## config.mk

```make
export PLATFORM = sky130hd
export DESIGN_NAME = rtpq_ram
export DESIGN_NICKNAME = d
export VERILOG_FILES = /design/src/hdl/rtpq_ram.sv
export SDC_FILE = /design/constraint.sdc
export NUM_CORES = 1
export LEC_CHECK = 0
export ABC_AREA = 1
export BUFFER_PORTS_ARGS = -buffer_cell sky130_fd_sc_hd__buf_4
export CELL_PAD_IN_SITES_DETAIL_PLACEMENT = 1
export CELL_PAD_IN_SITES_GLOBAL_PLACEMENT = 2
export CORE_MARGIN = 2
export CORE_UTILIZATION = 41
export DETAILED_ROUTE_END_ITERATION = 8
export PLACE_DENSITY_LB_ADDON = 0.1
export SYNTH_ARGS = -nofsm -noshare
export SYNTH_HDL_FRONTEND = slang
export SYNTH_SLANG_ARGS = --single-unit
```

## constraint.sdc

```tcl
create_clock -name clk_i -period 1.35 [get_ports clk_i]
set_clock_uncertainty 0.2 [all_clocks]
set_input_delay 0 -clock clk_i [delete_from_list [all_inputs] [get_ports clk_i]]
set_output_delay 0 -clock clk_i [all_outputs]
set_load 0.05 [all_outputs]
```

## src/hdl/rtpq_ram.sv

```systemverilog
module rtpq_ram #(
  parameter int unsigned Width = 8,
  parameter int unsigned Words = 16
) (
  input  logic                     clk_i,
  input  logic                     we_i,
  input  logic [$clog2(Words)-1:0] waddr_i,
  input  logic [Width-1:0]         wdata_i,
  input  logic                     re_i,
  input  logic [$clog2(Words)-1:0] raddr_i,
  output logic [Width-1:0]         rdata_o
);

  logic [Width-1:0] mem [Words];
  logic [Width-1:0] rdata_q;

  always_ff @(posedge clk_i) begin
    if (we_i) begin
      mem[waddr_i] <= wdata_i;
    end
    if (re_i) begin
      rdata_q <= mem[raddr_i];
    end
  end

  assign rdata_o = rdata_q;

endmodule

```

# Yosys cells after proc, flatten, opt, wreduce, memory -nomap -nowiden

Memory sizes are Yosys's and may differ from the RTL's. A register that Yosys moved wholly into a read port is not among the register bits.
Cells that the tools add are included.

Bits in registers: 0
RAM bits: 128
Bits of input ports: 19
Word-level logic and storage cells: 3
Memories kept: 1

Mux-type cells: 2

Memories:

| name | words | width | read ports | clocked after Yosys merged registers in | wr ports | RTL line | source |
|---|---|---|---|---|---|---|---|
| mem  | 16    | 8     | 1          | 1                                       | 1        | 14       | `logic [Width-1:0] mem [Words];` |

Operators with widths:

| kind             | number |
|---|---|
| 2-to-1 mux 1 bit | 2 |

# Logic depth before layout (Yosys ltp)

Gate-level depths: netlist of run 1.

Depth after elaboration: 2
Depth in mapped cells: 8
Depth with buffers taken out: 7

# Least setup slack after synthesis of run 1

No wires, ideal clock.

Kind: input-to-reg
From: input port waddr_i[2]
To: memory mem[10][0], enable pin
Setup time: 0.370 ns
Arrival: 0.581 ns
Data required time: 0.780 ns
Path slack: 0.199 ns
Cell stages on the path: 2
Cells stage by stage: nand3b_1 > nor2_1

RTL lines:

| what               | RTL line | source |
|---|---|---|
| start: declaration | 7        | `input logic [$clog2(Words)-1:0] waddr_i,` |
| end: declaration   | 14       |  |

Straight into the memory's write port.

==> results of run 1 <==
[state kept, by name (all words and copies together), names as in the netlist]
name	flops
mem	128
rdata_o	8
[kinds of logic (layout without fill, tap and decap cells)]
logic type | after synthesis | count (layout) | synth area share
buffers and inverters | 126 | 201 | 0.0939
AND/OR/NAND/NOR | 289 | 289 | 0.208
flip-flops | 136 | 136 | 0.698
[path summary, 6_finish.rpt]
kind	endpoint	start	cells past startpoint	slack, ns
worst max-delay path	rdata_o[5]	mem[11][5]	6	0.03
worst min-delay path	mem[2][1]	waddr_i[2]	5	0.02
worst max register to register	rdata_o[5]	mem[11][5]	6	0.03
worst min register to register	rdata_o[5]	mem[4][5]	6	0.57
[tightest hold or removal path, delay by kind of cell]
| family | cells | cell delay, ns |
|---|---|---|
| and+or+nand+nor | 3 | 0.20 |
| buffers and inverters | 2 | 0.25 |
[area by class of cell]
type | count | area, um^2 | area share
Sequential cell | 136 | 4080 | 0.561
Tap cell | 180 | 225 | 0.0310
Timing Repair Buffer | 68 | 631 | 0.0867
Clock inverter | 14 | 183 | 0.0251
Multi-Input combinational cell | 289 | 1340 | 0.185
Clock buffer | 17 | 425 | 0.0585
Inverter | 102 | 383 | 0.0526
[power groups by stage]
| stage | Clock [mW] | Combinational (mW) | Sequential [mW] |
|---|---|---|---|
| after floorplan | 0 | 0.333 | 4.94 |
| after global placement | 0 | 0.734 | 4.87 |
| after detailed placement | 0 | 0.747 | 4.87 |
| after CTS | 4.87 | 0.787 | 4.79 |
| after global routing | 5.05 | 0.880 | 4.79 |
| final | 4.81 | 0.803 | 4.78 |
[cells in the mapped netlist]
master	count
nand3b_1	2
nand3_1	97
inv_2	2
buf_6	6
nor2_1	17
buf_2	13
buf_1	1
inv_1	100
edfxtp_1	136
nand2_1	173
buf_4	4
[layer usage]
layer,vias up,global-route usage
li1,1906,-
met1,1961,0.311
met2,85,0.345
met3,17,0.0558
met4,0,0.0689
met5,-,0
[repair_timing]
action,CTS,global route
hold buffers,13,0
endpoints found under the hold margin,160,0
pin swaps,0,4
gates resized for setup,5,26
setup endpoints to repair,5,8
==> impl_metrics.yaml, run 1 <==
power:
  switching_power_mw: 2.31
  powerDensity_nw_per_um2: 1430
  clkPwrFrac: 0.463
  p_leak_nw: 3.13
  p_int_mw: 8.08
  vdd_drop_max_mv: 1.05
  pwr-share-comb: 0.077
  seqPwrFrac: 0.460
  total_power_mw: 10.4
  swShare: 0.222
clock_tree:
  cts_tree: "built"
  cts_buffer_depth: 2
  clk_latency_ns: 0.42
  cts-root-buf: "clkbuf_16"
  postCtsSetupRepairBufs: 0
  clkTransAtPathRegs_ns: 0.06
  cts_made_buffers: 17
  clock_sinks: 136
  ctsHtreeMaxLevel: 4
drt:
  firstDrtPassIters: 4
  drc: 0
  met2_length_um: 7370
  wl_per_cell_um: 19.4
  antenna_left: 0
  top_layer: "met4"
  drt_iter0_markers: 291
  vias: 3969
  via_per_inst: 4.92
  route.met3.wl_um: 792
  met1_length_um: 7290
  drt-total-wl_um: 15700
cells_and_area:
  fin_area_um2: 7270
  mostFrequentLayoutCell: "nand2_1"
  drive_gt1_frac: 0.190
  fin_nets: 633
  fin_util: 0.524
  instances_no_fill: 806
  antenna_cells: 0
  fill_cells: 1487
  areaGrowthSynthToFinish_pct: 24.4
  final_cell_mix: "nand2_1 (167), edfxtp_1 (136), inv_1 (98)"
global_route:
  grt_usage: 0.223
  antenna_found_initial: 0
  grt_pass1_wl_um: 23900
  grt_start_max_net_pins: 48
  grt_overflow: 0
  grt_pass1_vias: 4141
worst_setup_path:
  cp_max_fo: 1
  path_delay_family: "simple AND/OR/NAND/NOR gates"
  end_kind: "register"
  cpMostUsedCell: "nand3_2"
  path_buf_inv: 1
  timing_worst_setup_path_type: "reg2reg"
  setup.worst_path.start_class: "register"
  path_cells: "inv_1 -> nand2_1 -> nand3_2 -> nand3_2 -> nand3_2 -> nand2_1"
  critical_path.slowest_cell: "edfxtp_1"
  slowest_delay_ns: 0.36
  cp.required_ns: 1.32
  cp.arrival_ns: 1.30
timing:
  rsz0062_at_grt: "yes"
  finalHoldViolCount: 0
  max_slew_margin: 0.757
  period_needed_ns: 1.32
  tns_ns: 0
  fmaxAchievable_mhz: 756
  drv_slew: 0
  finalCritPeriodShare: 0.980
  worst_slew_pin_slew_ns: 0.364
  setup_viol: 0
  holdWs_ns: 0.0165
  layout_setup_ws_ns: 0.0275
synth:
  yosys_warnings: 0
  avgSynthCellArea_um2: 10.6
  syn_inst: 551
  synth.area.top_cells: "edfxtp_1 (70%), nand2_1 (11%), nand3_1 (8.3%)"
  ys_types: 11
  syn_nets: 570
  synth_area_um2: 5850
  synth_top_area_frac: 0.698
  yosysSeqAreaShare: 0.698
  synth-seq-cells: 136
  yosys.area.top_type: "edfxtp_1"
hold_path:
  hp-class: "in2reg"
placement:
  placed_cells: 762
  pre_cts_ws_ns: -0.115
  dp_hpwl_um: 9920
  placed_area_um2: 6410
  portBuffers: 26
  place.gp.congestion: 0.783
die:
  num_rows: 43
  die-area_um2: 15200
  coreArea_um2: 13900
  die_h_um: 123
  die_w_um: 123
  initial_core_util: 0.421
  io_pins: 27
flow_run:
  max_cap_viol_count: 0
status:
  status: "complete, no violations"
(Power assumes the default switching activity.)
==> run 2, diff against run 1 <==
--- a/config.mk
+++ b/config.mk
@@ -5,12 +5,11 @@
 export SDC_FILE = /design/constraint.sdc
 export NUM_CORES = 1
 export LEC_CHECK = 0
-export ABC_AREA = 1
 export BUFFER_PORTS_ARGS = -buffer_cell sky130_fd_sc_hd__buf_4
 export CELL_PAD_IN_SITES_DETAIL_PLACEMENT = 1
 export CELL_PAD_IN_SITES_GLOBAL_PLACEMENT = 2
 export CORE_MARGIN = 2
-export CORE_UTILIZATION = 41
+export CORE_UTILIZATION = 48
 export DETAILED_ROUTE_END_ITERATION = 8
 export PLACE_DENSITY_LB_ADDON = 0.1
 export SYNTH_ARGS = -nofsm -noshare
==> run 2 against run 1 <==
Compared with the run above:
- the run now ends with hold timing, setup timing left
- final cell count is 44% lower
- sequential power hardly changed
- worst setup slack worse by 0.32 ns
- global-route usage is 1.3 points lower
- count of clock-buffer cells in the layout stayed put
- critical path depth is 3 lower
- via count is 37% lower
- fmax is 19% lower
- core utilization is 8.2 points higher
- register-to-register slack worse by 0.32 ns
- final area is 11% lower
- clock power is 4% lower
- largest cell class unchanged
- largest power group is now sequential cells
- highest routed layer unchanged
==> impl_metrics.yaml, run 2 <==
cells_and_area:
  mostFrequentLayoutCell: "edfxtp_1"
  antenna_cells: 0
  areaGrowthSynthToFinish_pct: 24.5
  fin_nets: 322
  fin_area_um2: 6510
  largest_reg_flops: 128
  instances_no_fill: 455
  regMostFlops: "mem"
  final_cell_mix: "edfxtp_1 (136), buf_4 (42), mux4_2 (32)"
  drive_gt1_frac: 0.394
worst_setup_path:
  end_kind: "register"
  cp.arrival_ns: 1.70
  cp.required_ns: 1.41
  cp_max_fo: 1
  setup.worst_path.start_class: "register"
  timing_worst_setup_path_type: "reg2reg"
synth:
  yosysSeqAreaShare: 0.781
  synth_area_um2: 5230
  synth-async-reset-ratio: 0
  synth.most_common_cell: "edfxtp_1"
  synthFlopType: "edfxtp_1"
  yosys_warnings: 0
  syn_inst: 229
  yosys-top-cells-count: "edfxtp_1 (136), mux4_2 (18), a22oi_1 (16)"
  avgSynthCellArea_um2: 22.8
  synth-seq-cells: 136
  synth_top_area_frac: 0.781
  synth_edf_count: 136
  ys_types: 18
  syn_nets: 248
  yosys.area.top_type: "edfxtp_1"
  synth.area.top_cells: "edfxtp_1 (78%), mux4_2 (7.8%), mux4_1 (7.0%)"
global_route:
  grt_overflow: 0
  grt_usage: 0.211
  grt_pass1_vias: 2789
  grt_start_max_net_pins: 24
  antenna_found_initial: 0
  grt_pass1_wl_um: 16700
clock_tree:
  clock_sinks: 136
  ctsHtreeMaxLevel: 4
  cts_made_buffers: 17
  cts_hold_buf: 13
  cts_buffer_depth: 2
  clk_latency_ns: 0.52
  clkTransAtPathRegs_ns: 0.06
  postCtsSetupRepairBufs: 0
  cts_tree: "built"
  cts-root-buf: "clkbuf_8"
die:
  coreArea_um2: 10700
  die-area_um2: 11700
  initial_core_util: 0.486
  io_pins: 27
  die_h_um: 108
  num_rows: 38
  die_w_um: 108
drt:
  drc: 0
  drt-total-wl_um: 10800
  vias: 2512
  firstDrtPassIters: 5
  via_per_inst: 5.52
  antenna_left: 0
  drt_iter0_markers: 205
  wl_per_cell_um: 23.8
placement:
  dp_hpwl_um: 7030
  portBuffers: 26
  placed_cells: 411
  place.gp.congestion: 0.731
  pre_cts_ws_ns: -0.446
  placed_area_um2: 5730
timing:
  setup_viol: 9
  layout_setup_ws_ns: -0.291
  period_needed_ns: 1.64
  holdWs_ns: -0.0943
  rsz0062_at_grt: "yes"
  finalCritPeriodShare: 1.22
  fmaxAchievable_mhz: 610
  finalHoldViolCount: 34
  drv_slew: 0
  worst_slew_pin_slew_ns: 0.890
  max_slew_margin: 0.405
power:
  total_power_mw: 10.1
  p_leak_nw: 2.18
  powerDensity_nw_per_um2: 1550
  vdd_drop_max_mv: 0.714
status:
  violations: "hold timing, setup timing"
  status: "finished, violations left"
hold_path:
  hp-class: "in2reg"
flow_run:
  max_cap_viol_count: 0
run 2: cell types whose count changed in the layout (fill, tap and decap cells not counted), sizes merged, moves of 3 or more:
cell	change
mux4	+32
a22oi	+16
nor2	-4
nand2	-164
buf	-3
inv	-102
nor3	+4
nand3	-96
run 2: cells by family after synthesis:
group | after synthesis | share of synthesized area
flip-flops | 136 | 0.781
AND/OR/NAND/NOR | 35 | 0.0314
multiplexers | 32 | 0.148
AO/OA/AOI/OAI | 16 | 0.0230
buffers and inverters | 10 | 0.0165
run 2: metrics by stage:
stage / util / TNS (ns)
after floorplan: - / -4.51
after global routing: 0.606 / -2.55
final: 0.606 / -1.91
after CTS: 0.604 / -2.13
after global placement: 0.533 / -5.66
after detailed placement: 0.533 / -6.52
run 2: final timing paths:
kind / from / endpoint / slack, ns / cells past startpoint
min reg2reg: mem[14][1] / rdata_o[1] / 0.55 / 3
max reg2reg: mem[3][0] / rdata_o[0] / -0.29 / 3
max: mem[3][0] / rdata_o[0] / -0.29 / 3
min: waddr_i[3] / mem[2][6] / -0.09 / 4
run 2: critical path: stages, from the launching register on:
cell and delay (ns):
edfxtp_1 0.37, mux4_2 0.49, a22oi_2 0.23, nand2_1 0.09
run 2: where the power goes:
| part | switching, mW | leakage (nW) | internal (mW) |
|---|---|---|---|
| Clock | 1.67 | 0.283 | 2.96 |
| Combinational | 0.342 | 0.660 | 0.281 |
| Sequential | 0.0327 | 1.24 | 4.76 |
run 2: repair_timing:
item                                    in CTS  in global routing
endpoints found under the setup margin      12                 13
hold endpoints to repair                   223                 33
gates resized for setup                      7                  4
run 2: layout make-up:
class	instances	area (um^2)
clock buffer	17	414
clock inverter	14	183
fill	938	4240
multi-input combinational	83	1050
sequential	136	4080
tap	140	175
timing repair buffer	65	602
run 2: routing by layer:
metal | wire (um) | global-route usage | share of wire
met1 | 4600 | 0.273 | 0.42
met4 | 94 | 0.0733 | 0.0087
met5 | 0 | 0 | 0
met3 | 525 | 0.0615 | 0.049
met2 | 5610 | 0.343 | 0.52
==> run 3, diff against run 2 <==
--- a/config.mk
+++ b/config.mk
@@ -11,7 +11,7 @@
 export CORE_MARGIN = 2
 export CORE_UTILIZATION = 48
 export DETAILED_ROUTE_END_ITERATION = 8
-export PLACE_DENSITY_LB_ADDON = 0.1
+export PLACE_DENSITY = 0.82
 export SYNTH_ARGS = -nofsm -noshare
 export SYNTH_HDL_FRONTEND = slang
 export SYNTH_SLANG_ARGS = --single-unit
==> constraint.sdc (replaced) <==
create_clock -name clk_i -period 1.75 [get_ports clk_i]
set_clock_uncertainty 0.2 [all_clocks]
set_input_delay 0 -clock clk_i [delete_from_list [all_inputs] [get_ports clk_i]]
set_output_delay 0 -clock clk_i [all_outputs]
set_load 0.05 [all_outputs]
==> run 3 against run 2 <==
Compared with the run above:
- the run now ends clean
- sequential cell count stayed put
- critical path depth is the same
- clock power shrank 16%
- worst setup slack improved by 0.33 ns
- die area unchanged
- fmax fell by 4.1%
- via count up 5.3%
- worst hold slack better by 0.12 ns
- core utilization rose by 0.93 points
- sequential power is 23% lower
- highest routed layer unchanged
==> impl_metrics.yaml, run 3 (synthesis gave the netlist of run 2 again) <==
status:
  status: "complete, no violations"
worst_setup_path:
  cp.arrival_ns: 1.77
  crit_start: "mem[9][2]"
  path_cells: "mux4_1 -> a22oi_2 -> nand2_1"
  critical_path.slowest_cell: "mux4_1"
  cp.required_ns: 1.81
  setup.worst_path.start_class: "register"
  end_kind: "register"
  timing_worst_setup_path_type: "reg2reg"
  worstReg2RegStart: "mem[9][2]"
  cp_max_fo: 1
  slowest_delay_ns: 0.53
timing:
  rsz0062_at_grt: "no"
  max_slew_margin: 0.675
  finalHoldViolCount: 0
  setup_viol: 0
  finalCritPeriodShare: 0.978
  drv_slew: 0
  holdWs_ns: 0.0252
  worst_slew_pin_slew_ns: 0.488
  fmaxAchievable_mhz: 584
  layout_setup_ws_ns: 0.0387
  period_needed_ns: 1.71
clock_tree:
  cts_made_buffers: 17
  cts-root-buf: "clkbuf_8"
  clkTransAtPathRegs_ns: 0.06
  clk_latency_ns: 0.52
  cts_tree: "built"
  cts_buffer_depth: 2
  ctsHtreeMaxLevel: 4
  clock_sinks: 136
die:
  die_w_um: 108
  die_h_um: 108
  die-area_um2: 11700
  num_rows: 38
  io_pins: 27
  initial_core_util: 0.486
  coreArea_um2: 10700
global_route:
  grt_start_max_net_pins: 17
  grt_pass1_wl_um: 17800
  grt_usage: 0.227
  grt_pass1_vias: 2880
  grt_overflow: 0
  antenna_found_initial: 0
hold_path:
  hp-start: "raddr_i[0]"
  hp-class: "in2reg"
cells_and_area:
  antenna_cells: 0
  drive_gt1_frac: 0.330
  multi_input_area_um2: 1070
  final_cell_mix: "edfxtp_1 (136), buf_4 (46), mux4_2 (20)"
  regMostFlops: "mem"
  fin_nets: 327
  mostFrequentLayoutCell: "edfxtp_1"
  instances_no_fill: 461
  largest_reg_flops: 128
  seqCellArea_um2: 4080
  areaGrowthSynthToFinish_pct: 26.4
  fill_cells: 922
flow_run:
  max_cap_viol_count: 0
drt:
  firstDrtPassIters: 4
  drc: 0
  antenna_left: 0
  drt_iter0_markers: 277
  wl_per_cell_um: 25.9
  drt-total-wl_um: 11900
  via_per_inst: 5.74
  vias: 2645
placement:
  portBuffers: 26
  pre_cts_ws_ns: -0.0521
  dp_hpwl_um: 6930
  placed_cells: 408
  place.gp.congestion: 0.706
power:
  p_leak_nw: 2.27
  powerDensity_nw_per_um2: 1220
  vdd_drop_max_mv: 0.624
[run 3: changes by cell type in the layout (fill, tap and decap cells not counted), moves of 4 or more]
| cell | delta |
|---|---|
| buf_4 | +4 |
| mux4_1 | +12 |
| buf_6 | -4 |
| mux4_2 | -12 |
| clkinvlp_4 | -4 |
| dlygate4sd3_1 | +6 |
[run 3: repair_timing]
item / in CTS / in global routing
resized for setup: 2 / 6
pin swaps: 0 / 1
endpoints found under the hold margin: 272 / 0
hold buffers: 20 / 0
buffers inserted: 0 / 2
endpoints found under the setup margin: 2 / 12
[run 3: per-stage QoR]
step | cell area [um^2] | power (mW) | utilization | TNS, ns
5_1_grt | 6610 | 8.27 | 0.615 | 0
4_1_cts | 6590 | 8.13 | 0.613 | 0
2_1_floorplan | 5230 | 3.99 | - | 0
3_5_place_dp | 5730 | 4.19 | 0.534 | -0.0747
6_report | 6610 | 8.07 | 0.615 | 0
3_3_place_gp | 5730 | 4.17 | 0.534 | -0.0124
[run 3: area by class of cell]
cell class | instances | share of cell area
clock buffer | 18 | 0.0632
sequential | 136 | 0.618
multi-input combinational | 83 | 0.163
tap | 140 | 0.0265
clock inverter | 14 | 0.0347
timing repair buffer | 70 | 0.0949
[run 3: path summary, 6_finish.rpt]
| check | end | slack [ns] | depth (start not counted) |
|---|---|---|---|
| hold reg to reg | rdata_o[4] | 0.57 | 3 |
| setup / recovery | rdata_o[2] | 0.04 | 3 |
| hold / removal | rdata_o[6] | 0.03 | 5 |
| setup reg to reg | rdata_o[2] | 0.04 | 3 |
[run 3: critical path, delay by kind of cell (launching register included)]
| family | cells | cell delay (ns) |
|---|---|---|
| AOI/OAI and AO/OA | 1 | 0.26 |
| DFF | 1 | 0.37 |
| muxes | 1 | 0.53 |
| and+or+nand+nor | 1 | 0.09 |
[run 3: report_power, final]
group	internal (mW)	leakage [nW]	total [mW]	switching (mW)
Clock	2.59	0.318	3.89	1.31
Combinational	0.210	0.718	0.478	0.268
Sequential	3.67	1.24	3.70	0.0266
[run 3: layer usage]
layer  vias to the layer above  global-route usage  part of all wire
met5                         -                   0                 0
met4                         0               0.106             0.019
met3                        16              0.0555             0.067
met2                       112               0.380              0.53
met1                      1381               0.279              0.39
li1                       1136                   -                 -
